===== src/rtl/core/prp_pkg.sv =====
// ----------------------------------------------------------------------------
// prp_pkg - shared types and constants for the roll/yaw polar converter
// Controller command/status bundles, state encoding, CORDIC angle table.
// ----------------------------------------------------------------------------
`default_nettype none

package prp_pkg;

  // fixed-point layout of the CORDIC
  localparam int GuardBits = 16;   // fraction bits added below the sample
  localparam int ZW        = 34;   // angle accumulator, units of pi/2^31
  localparam int AtanIdxW  = 5;    // index into the 32-entry angle table
  localparam int GainW     = 32;   // width of the 1/K constant
  localparam int MulChunkW = 16;   // bits of x taken per multiply cycle

  // 1/K in Q0.32
  localparam logic [GainW-1:0] GainInv = 32'd2608131497;

  // atan(2^-i) in units of pi/2^31
  localparam logic [31:0] AtanTab [32] = '{
    32'h20000000, 32'h12E4051E, 32'h09FB385B, 32'h051111D4,
    32'h028B0D43, 32'h0145D7E1, 32'h00A2F61E, 32'h00517C55,
    32'h0028BE53, 32'h00145F2F, 32'h000A2F98, 32'h000517CC,
    32'h00028BE6, 32'h000145F3, 32'h0000A2FA, 32'h0000517D,
    32'h000028BE, 32'h0000145F, 32'h00000A30, 32'h00000518,
    32'h0000028C, 32'h00000146, 32'h000000A3, 32'h00000051,
    32'h00000029, 32'h00000014, 32'h0000000A, 32'h00000005,
    32'h00000003, 32'h00000001, 32'h00000001, 32'h00000000
  };

  // sample kinds
  localparam logic KindRoll = 1'b0;
  localparam logic KindYaw  = 1'b1;

  typedef enum logic [2:0] {
    ST_IDLE,
    ST_LOAD,
    ST_ITER,
    ST_MUL,
    ST_DONE
  } state_t;

  typedef struct packed {
    logic capture;  // store the incoming sample
    logic load;     // pre-rotate the held pair into x/y/z
    logic iter;     // one CORDIC micro-rotation
    logic mul;      // one gain-correction multiply chunk
    logic emit;     // round, saturate, load output register
  } cmd_t;

  typedef struct packed {
    logic last_step;
    logic last_chunk;
  } status_t;

endpackage

`default_nettype wire


===== src/rtl/core/prp_if.sv =====
// ----------------------------------------------------------------------------
// prp_if - valid/ready channels of the polar converter
// Sample input channel and polar result channel.
// ----------------------------------------------------------------------------
`default_nettype none

interface prp_in_if #(
  parameter int SAMPLE_WIDTH = 16
);
  logic                           valid;
  logic                           ready;
  logic                           kind;
  logic signed [SAMPLE_WIDTH-1:0] sample;

  modport source (output valid, output kind, output sample, input ready);
  modport sink   (input valid, input kind, input sample, output ready);
endinterface

interface prp_out_if #(
  parameter int SAMPLE_WIDTH = 16
);
  logic                           valid;
  logic                           ready;
  logic signed [SAMPLE_WIDTH-1:0] angle;
  logic        [SAMPLE_WIDTH-1:0] radius;

  modport source (output valid, output angle, output radius, input ready);
  modport sink   (input valid, input angle, input radius, output ready);
endinterface

`default_nettype wire


===== src/rtl/core/paired_rect_to_polar.sv =====
// ----------------------------------------------------------------------------
// paired_rect_to_polar - roll/yaw pair to angle and radius
// Holds the latest roll and yaw samples and converts each completed pair.
// ----------------------------------------------------------------------------
// Samples arrive on the feed channel tagged roll (kind 0) or yaw (kind 1),
// Q1.(SAMPLE_WIDTH-1). The block keeps the newest value of each kind; a
// repeated kind simply overwrites the held value. Once both kinds have been
// seen it produces one result on the result channel: angle = atan2(roll,yaw)
// in units of pi/2^(SAMPLE_WIDTH-1) (+pi saturates to the largest code) and
// radius = sqrt(roll^2 + yaw^2) unsigned Q1.(SAMPLE_WIDTH-1), and forgets
// both. A sample that does not complete a pair is simply captured. A sample
// that completes a pair is captured and then occupies the block, with the
// feed channel closed, until its result has been rounded into the output
// register. The steps are: capture, pre-rotation into the right half plane,
// the micro-rotations of the single shared CORDIC rotator, the 16-bit slices
// of the 16x32 gain-correction multiplier one after another, and rounding
// into the output register. The output register lets the next samples be
// taken while a result waits; a second result waits in the last step until
// the first has been transferred.
// ----------------------------------------------------------------------------
`default_nettype none

module paired_rect_to_polar #(
  parameter int SAMPLE_WIDTH = 16,
  parameter int CORDIC_STEPS = 16
) (
  input  logic      clk,
  input  logic      rst,
  prp_in_if.sink    feed,
  prp_out_if.source result
);
  import prp_pkg::*;

  cmd_t    cmd;
  status_t status;

  // sequencing, presence flags, result-register occupancy
  prp_ctrl u_ctrl (
    .clk       (clk),
    .rst       (rst),
    .in_valid  (feed.valid),
    .kind      (feed.kind),
    .in_ready  (feed.ready),
    .out_valid (result.valid),
    .out_ready (result.ready),
    .cmd       (cmd),
    .status    (status)
  );

  // held samples, CORDIC rotator, gain multiply, result payload
  prp_dp #(
    .SAMPLE_WIDTH (SAMPLE_WIDTH),
    .CORDIC_STEPS (CORDIC_STEPS)
  ) u_dp (
    .clk    (clk),
    .cmd    (cmd),
    .status (status),
    .kind   (feed.kind),
    .sample (feed.sample),
    .angle  (result.angle),
    .radius (result.radius)
  );

endmodule

`default_nettype wire


===== src/rtl/core/prp_dp.sv =====
// ----------------------------------------------------------------------------
// prp_dp - datapath of the polar converter
// Held samples, shared CORDIC rotator, chunked gain multiply, output register.
// ----------------------------------------------------------------------------
`default_nettype none

module prp_dp #(
  parameter int SAMPLE_WIDTH = 16,
  parameter int CORDIC_STEPS = 16
) (
  input  logic                           clk,
  input  prp_pkg::cmd_t                  cmd,
  output prp_pkg::status_t               status,
  input  logic                           kind,
  input  logic signed [SAMPLE_WIDTH-1:0] sample,
  output logic signed [SAMPLE_WIDTH-1:0] angle,
  output logic        [SAMPLE_WIDTH-1:0] radius
);
  import prp_pkg::*;

  localparam int XW       = SAMPLE_WIDTH + GuardBits + 2;
  localparam int NChunk   = (XW + MulChunkW - 1) / MulChunkW;
  localparam int PadW     = NChunk * MulChunkW;
  localparam int AccW     = PadW + GainW;
  localparam int RqW      = PadW + 1 - GuardBits;
  localparam int StepW    = $clog2(CORDIC_STEPS);
  localparam int ChunkW   = $clog2(NChunk);
  localparam int AngShift = 32 - SAMPLE_WIDTH;

  localparam logic signed [ZW-1:0] ZRound  = ZW'((35'd1 << AngShift) >> 1);
  localparam logic signed [ZW-1:0] ZQuarter = ZW'(35'd1 << 30);
  localparam logic signed [ZW-1:0] AMax    = ZW'((64'sd1 <<< (SAMPLE_WIDTH - 1)) - 64'sd1);
  localparam logic signed [ZW-1:0] AMin    = -AMax - ZW'(1);
  localparam logic [PadW:0]        RHalf   = (PadW + 1)'(1) << (GuardBits - 1);

  logic signed [SAMPLE_WIDTH-1:0] held_roll;
  logic signed [SAMPLE_WIDTH-1:0] held_yaw;
  logic signed [XW-1:0]           x;
  logic signed [XW-1:0]           y;
  logic signed [ZW-1:0]           z;
  logic                           is_zero;
  logic [StepW-1:0]               step;
  logic [ChunkW-1:0]              chunk;
  logic [AccW-1:0]                acc;

  // pre-rotation into the right half plane
  logic signed [XW-1:0] xs, ys, x_ld, y_ld;
  logic signed [ZW-1:0] z_ld;

  always_comb begin
    xs = XW'(held_yaw) <<< GuardBits;
    ys = XW'(held_roll) <<< GuardBits;
    x_ld = xs;
    y_ld = ys;
    z_ld = '0;
    if (xs < 0) begin
      if (ys >= 0) begin
        x_ld = ys;
        y_ld = -xs;
        z_ld = ZQuarter;
      end else begin
        x_ld = -ys;
        y_ld = xs;
        z_ld = -ZQuarter;
      end
    end
  end

  // one micro-rotation; >>> floors like the arithmetic shift it models
  logic signed [XW-1:0] dx, dy, x_it, y_it;
  logic signed [ZW-1:0] tz, z_it;

  always_comb begin
    dx = y >>> step;
    dy = x >>> step;
    tz = ZW'(AtanTab[AtanIdxW'(step)]);
    if (!y[XW-1]) begin
      x_it = x + dx;
      y_it = y - dy;
      z_it = z + tz;
    end else begin
      x_it = x - dx;
      y_it = y + dy;
      z_it = z - tz;
    end
  end

  // gain correction: x is never negative after pre-rotation
  logic [PadW-1:0]            x_pad;
  logic [MulChunkW-1:0]       x_part;
  logic [MulChunkW+GainW-1:0] prod;

  always_comb begin
    x_pad  = PadW'(unsigned'(x));
    x_part = x_pad[chunk*MulChunkW +: MulChunkW];
    prod   = x_part * GainInv;
  end

  // output rounding and saturation
  logic [PadW:0]                  rsum;
  logic [RqW-1:0]                 rq;
  logic [SAMPLE_WIDTH-1:0]        radius_next;
  logic signed [ZW-1:0]           zr, za;
  logic signed [SAMPLE_WIDTH-1:0] angle_next;

  always_comb begin
    rsum = (PadW + 1)'(acc[AccW-1:GainW]) + RHalf;
    rq   = rsum[PadW:GuardBits];
    if (|rq[RqW-1:SAMPLE_WIDTH]) begin
      radius_next = '1;
    end else begin
      radius_next = rq[SAMPLE_WIDTH-1:0];
    end
    zr = z + ZRound;
    za = zr >>> AngShift;
    if (za > AMax) begin
      angle_next = AMax[SAMPLE_WIDTH-1:0];
    end else if (za < AMin) begin
      angle_next = AMin[SAMPLE_WIDTH-1:0];
    end else begin
      angle_next = za[SAMPLE_WIDTH-1:0];
    end
    if (is_zero) begin
      radius_next = '0;
      angle_next  = '0;
    end
  end

  always_ff @(posedge clk) begin
    if (cmd.capture) begin
      if (kind == KindYaw) begin
        held_yaw <= sample;
      end else begin
        held_roll <= sample;
      end
    end
    if (cmd.load) begin
      x       <= x_ld;
      y       <= y_ld;
      z       <= z_ld;
      is_zero <= (held_roll == '0) && (held_yaw == '0);
      step    <= '0;
      chunk   <= '0;
      acc     <= '0;
    end
    if (cmd.iter) begin
      x    <= x_it;
      y    <= y_it;
      z    <= z_it;
      step <= step + StepW'(1);
    end
    if (cmd.mul) begin
      acc   <= acc + (AccW'(prod) << (chunk * MulChunkW));
      chunk <= chunk + ChunkW'(1);
    end
    if (cmd.emit) begin
      angle  <= angle_next;
      radius <= radius_next;
    end
  end

  assign status.last_step  = (step == StepW'(CORDIC_STEPS - 1));
  assign status.last_chunk = (chunk == ChunkW'(NChunk - 1));

endmodule

`default_nettype wire


===== src/rtl/core/prp_ctrl.sv =====
// ----------------------------------------------------------------------------
// prp_ctrl - sequencer of the polar converter
// Tracks which components are present and steps the datapath through a pair.
// ----------------------------------------------------------------------------
`default_nettype none

module prp_ctrl (
  input  logic              clk,
  input  logic              rst,
  input  logic              in_valid,
  input  logic              kind,
  output logic              in_ready,
  output logic              out_valid,
  input  logic              out_ready,
  output prp_pkg::cmd_t     cmd,
  input  prp_pkg::status_t  status
);
  import prp_pkg::*;

  state_t state, state_next;
  logic   roll_present, roll_present_next;
  logic   yaw_present, yaw_present_next;
  logic   out_full, out_full_next;
  logic   accept, pair;

  assign accept    = in_valid && in_ready;
  assign pair      = (kind == KindYaw) ? roll_present : yaw_present;
  assign out_valid = out_full;

  always_comb begin
    state_next        = state;
    roll_present_next = roll_present;
    yaw_present_next  = yaw_present;
    cmd               = '0;
    in_ready          = 1'b0;
    case (state)
      ST_IDLE: begin
        in_ready    = 1'b1;
        cmd.capture = in_valid;
        if (in_valid) begin
          if (pair) begin
            roll_present_next = 1'b0;
            yaw_present_next  = 1'b0;
            state_next        = ST_LOAD;
          end else if (kind == KindYaw) begin
            yaw_present_next = 1'b1;
          end else begin
            roll_present_next = 1'b1;
          end
        end
      end
      ST_LOAD: begin
        cmd.load   = 1'b1;
        state_next = ST_ITER;
      end
      ST_ITER: begin
        cmd.iter = 1'b1;
        if (status.last_step) begin
          state_next = ST_MUL;
        end
      end
      ST_MUL: begin
        cmd.mul = 1'b1;
        if (status.last_chunk) begin
          state_next = ST_DONE;
        end
      end
      ST_DONE: begin
        if (!out_full || out_ready) begin
          cmd.emit   = 1'b1;
          state_next = ST_IDLE;
        end
      end
      default: begin
        state_next = ST_IDLE;
      end
    endcase
    out_full_next = cmd.emit || (out_full && !out_ready);
  end

  always_ff @(posedge clk) begin
    if (rst) begin
      state        <= ST_IDLE;
      roll_present <= 1'b0;
      yaw_present  <= 1'b0;
      out_full     <= 1'b0;
    end else begin
      state        <= state_next;
      roll_present <= roll_present_next;
      yaw_present  <= yaw_present_next;
      out_full     <= out_full_next;
    end
  end

  // a result never overwrites one that has not been transferred
  a_emit_free: assert property (@(posedge clk) disable iff (rst)
    cmd.emit |-> (!out_full || out_ready))
    else $error("result register overwritten");

  a_emit_shows: assert property (@(posedge clk) disable iff (rst)
    cmd.emit |=> out_valid)
    else $error("emitted result not presented");

  a_pair_starts: assert property (@(posedge clk) disable iff (rst)
    (accept && pair) |=> (state == ST_LOAD && !roll_present && !yaw_present))
    else $error("completed pair did not start conversion");

  a_done_waits: assert property (@(posedge clk) disable iff (rst)
    (state == ST_DONE && out_full && !out_ready) |=> (state == ST_DONE))
    else $error("conversion left while result blocked");

endmodule

`default_nettype wire

===== src/flat_wrapper.sv =====
// flat-port wrapper written by rule: the top's interface ports become plain ports
module paired_rect_to_polar_flat import prp_pkg::*;
#(
  parameter int SAMPLE_WIDTH = 16,
  parameter int CORDIC_STEPS = 16
)
  (clk, rst, feed_valid, feed_kind, feed_sample, feed_ready, result_valid, result_angle, result_radius, result_ready);
  prp_in_if #(.SAMPLE_WIDTH(SAMPLE_WIDTH)) feed_i ();
  prp_out_if #(.SAMPLE_WIDTH(SAMPLE_WIDTH)) result_i ();
  input  logic clk;
  input  logic rst;
  input wire logic [$bits(feed_i.valid)-1:0] feed_valid;
  input wire logic [$bits(feed_i.kind)-1:0] feed_kind;
  input wire logic [$bits(feed_i.sample)-1:0] feed_sample;
  output wire logic [$bits(feed_i.ready)-1:0] feed_ready;
  output wire logic [$bits(result_i.valid)-1:0] result_valid;
  output wire logic [$bits(result_i.angle)-1:0] result_angle;
  output wire logic [$bits(result_i.radius)-1:0] result_radius;
  input wire logic [$bits(result_i.ready)-1:0] result_ready;
  assign feed_i.valid = feed_valid;
  assign feed_i.kind = feed_kind;
  assign feed_i.sample = feed_sample;
  assign feed_ready = feed_i.ready;
  assign result_valid = result_i.valid;
  assign result_angle = result_i.angle;
  assign result_radius = result_i.radius;
  assign result_i.ready = result_ready;
  paired_rect_to_polar #(.SAMPLE_WIDTH(SAMPLE_WIDTH), .CORDIC_STEPS(CORDIC_STEPS)) u_core (.clk(clk), .rst(rst), .feed(feed_i), .result(result_i));
endmodule

===== config.mk =====
export PLATFORM = sky130hd
export DESIGN_NAME = paired_rect_to_polar_flat
export DESIGN_NICKNAME = d
export VERILOG_FILES = /design/src/rtl/core/prp_pkg.sv /design/src/rtl/core/prp_if.sv /design/src/rtl/core/paired_rect_to_polar.sv /design/src/rtl/core/prp_dp.sv /design/src/rtl/core/prp_ctrl.sv /design/src/flat_wrapper.sv
export SDC_FILE = /design/constraint.sdc
export NUM_CORES = 2
export LEC_CHECK = 0
export BUFFER_PORTS_ARGS = -buffer_cell sky130_fd_sc_hd__buf_2
export CAP_MARGIN = 10
export CORE_ASPECT_RATIO = 1.2
export CORE_UTILIZATION = 30
export DETAILED_ROUTE_END_ITERATION = 12
export GPL_TIMING_DRIVEN = 0
export SLEW_MARGIN = 10
export SYNTH_ARGS = -nofsm -noshare
export SYNTH_HDL_FRONTEND = slang
export SYNTH_SLANG_ARGS = --single-unit
export TNS_END_PERCENT = 10

===== constraint.sdc =====
create_clock -name clk -period 20.6 [get_ports clk]
set_input_delay 2.06 -clock clk [delete_from_list [all_inputs] [get_ports clk]]
set_output_delay 2.06 -clock clk [all_outputs]
set_load 0.005 [all_outputs]

==> results.yml <==
clock_network:
  clock_sinks: 259
  clockBufferDepth: 3
  clock_latency_ns: 0.58
  cts_setup_buffers: 0
  tritoncts: "yes"
  htree_levels: 2
  clkTransAtPathRegs_ns: 0.07
  hold_buffers: 0
  cts_resized: 0
  cts_root_buffer: "clkbuf_16"
  numCtsBuffers: 34
grt:
  global_route.usage.met2: 0.342
  grt_util_met1: 0.235
  grt_pass1_wl_um: 187000
  grt-ovfl-total: 0
  grt_pass1_vias: 31800
  top_usage_layer: "met2"
  antenna_found_initial: 3
  use_met3: 0.0276
  grt_max_degree: 52
  track_usage: 0.196
job:
  cap_violations: 0
layout:
  area_growth_pct: 9.70
  fillers: 12500
  multi_input_area_um2: 26400
  seqCellArea_um2: 7720
  drive_above_1_share: 0.0709
  final_nets: 4783
sta:
  max_slew.worst_pin.slew_ns: 1.20
  fin_worst_skew_ns: 0.0312
  maxSlewHeadroom: 0.199
  finalSetupTns_ns: 0
  clock.fmax_mhz: 71.1
  fin_crit_ns: 14.07
  timing_max_transition_violations_final: 0
  setup_viol: 0
  rsz0062_at_grt: "no"
  hold_viol: 0
  post-route-period-util: 0.683
floorplanning:
  chipHeight_um: 382
  num_rows: 139
  pin_count: 55
  die_w_um: 319
  fp.dieArea_um2: 122000
  start_util: 0.302
  coreArea_um2: 120000
logic_synthesis:
  ys_warn_count: 0
  syn_area_um2: 36200
  muxShareOfSynthArea: 0.0791
  ys_types: 83
  synth_top_cell_by_area: "edfxtp_1"
  synth_edf_count: 253
  synthTopCellsByArea: "edfxtp_1 (21%), ha_1 (13%), fa_1 (10%)"
  synth_area_per_cell_um2: 8.78
  synth_fa_ha_area_frac: 0.225
  synthArstFlopShare: 0
  synthXorXnorAreaFrac: 0.0868
  synth_seq_cells: 259
  syn-num-nets: 4685
  synth_top_area_share: 0.210
  synth_top_family_by_area: "adder cells"
  synth.yosys.seq_area_share: 0.213
  synth-simple-area-share: 0.154
  synth_compound_area_frac: 0.182
  synthFlopType: "edfxtp_1"
  synthCells: 4121
routing:
  initialDrtViolationCount: 2501
  drt_first_pass_iters: 6
  postRouteAntennaNets: 0
  vias_per_cell: 5.50
  vias: 31900
  drc: 0
  routed_wl_um: 122000
  routedWlPerCell_um: 21.0
placement:
  dp_hpwl_um: 99200
  portBuffers: 54
  gp_congestion: 0.984
worst_setup_path:
  cp_slowest_stage_delay_ns: 0.94
  critPathLaunchType: "flop"
  r2r-start: "u_core.u_dp.chunk[0]$_SDFFCE_PN0P_"
  critPathMaxFanout: 10
  crit_path_frequent_cell: "fa_1"
  crit_start: "u_core.u_dp.chunk[0]$_SDFFCE_PN0P_"
  arrival_ns: 14.37
  cp_slowest_cell: "a21oi_1"
  critPathCaptureType: "flop"
  crit_required_ns: 20.90
  crit_type: "flop to flop"
run_status:
  outcome: "finished, final reports clean"
min_path:
  hp-class: "flop to flop"
  min_from: "u_core.u_ctrl.roll_present$_SDFFE_PP0P_"
area by class of cell:
cell class | instances | share of cell area
plain buffers | 178 | 0.0184
flip-flops and latches | 259 | 0.194
multi-input cells | 3305 | 0.664
clock inverters | 22 | 0.00507
clock buffers | 38 | 0.0223
well taps | 1551 | 0.0489
repair buffers | 62 | 0.0113
inverters | 379 | 0.0359
diodes | 1 | 0.0000630
worst max-delay path, delay by kind of cell (launching register included):
family,cells,cell delay (ns)
xor+xnor,2,0.43
compound gates,15,5.31
buf+inv,9,2.49
fa+ha+maj,8,4.01
simple gates,4,1.21
flops,1,0.32
through the flow:
stage                     instances  instance area, µm²  utilization  setup WS (ns)  hold WS (ns)
after floorplan                4121               36200            -           9.75         0.476
after global placement         5726               38400        0.321           6.79         0.491
after detailed placement       5734               38600        0.323           6.74         0.507
after CTS                      5794               39700        0.332           6.65         0.522
after global routing           5794               39700        0.332           5.62         0.565
final                          5795               39700        0.332           6.53         0.519
metal layers:
layer / share of wire / wire [µm] / vias to the layer above
met2: 0.48 / 58400 / 1193
met3: 0.064 / 7830 / 313
met5: 0.00021 / 26 / -
li1: - / - / 15000
met1: 0.40 / 48600 / 15400
met4: 0.057 / 6890 / 4
cells in the final DEF (no fill, tap or decap), types with 27 or more instances in the layout:
master     count
a211oi_1      27
a21o_1       130
a21oi_1      303
a31oi_1       64
and2_1        37
and3_1        43
buf_2         78
clkbuf_1     135
clkbuf_16     35
edfxtp_1     253
fa_1         180
ha_1         363
inv_1        372
mux2i_1       71
mux4_2        82
nand2_1      294
nand2b_1      30
nand3_1       80
nand4_1       48
nor2_1       386
nor2b_1       49
nor3_1        73
o211ai_1      44
o21a_1        32
o21ai_0      231
o21bai_1      58
or3_1         27
xnor2_1      198
xor2_1       158
final timing paths:
check | end | depth (start not counted) | slack, ns
worst max-delay path | u_core.u_dp.acc[79]$_SDFFCE_PN0P_ | 38 | 6.53
worst min-delay path | u_core.u_ctrl.roll_present$_SDFFE_PP0P_ | 2 | 0.52
worst max register to register | u_core.u_dp.acc[79]$_SDFFCE_PN0P_ | 38 | 6.53
worst min register to register | u_core.u_ctrl.roll_present$_SDFFE_PP0P_ | 2 | 0.52
synthesized netlist by cell type, types with 44 or more instances:
cell type and number:
a21o_1 130, a21oi_1 303, a31oi_1 64, clkbuf_1 132
edfxtp_1 253, fa_1 180, ha_1 363, inv_1 373
mux2i_1 71, mux4_2 82, nand2_1 294, nand3_1 80
nand4_1 48, nor2_1 389, nor2b_1 49, nor3_1 73
o211ai_1 44, o21ai_0 232, o21bai_1 58, xnor2_1 198
xor2_1 158
sequential cells by signal (all words and copies together), names as in the netlist:
name and count:
u_core.u_dp.acc 80, u_core.u_dp.x 34, u_core.u_dp.y 34, u_core.u_dp.z 34, u_core.u_dp.angle 16, u_core.u_dp.held_roll 16
u_core.u_dp.held_yaw 16, u_core.u_dp.radius 16, u_core.u_dp.step 4, u_core.u_ctrl.state 3, u_core.u_dp.chunk 2, u_core.u_ctrl.out_valid 1
u_core.u_ctrl.roll_present 1, u_core.u_ctrl.yaw_present 1, u_core.u_dp.is_zero 1
cell families after synthesis:
logic type	Yosys count
AND/OR/NAND/NOR	1172
AO/OA/AOI/OAI	1053
buffers and inverters	557
adder cells (fa/ha/maj)	543
XOR/XNOR	357
flip-flops	259
multiplexers	180
Power is not shown: default switching activity piles up to over one toggle a cycle in this logic, so the estimate is an artifact.
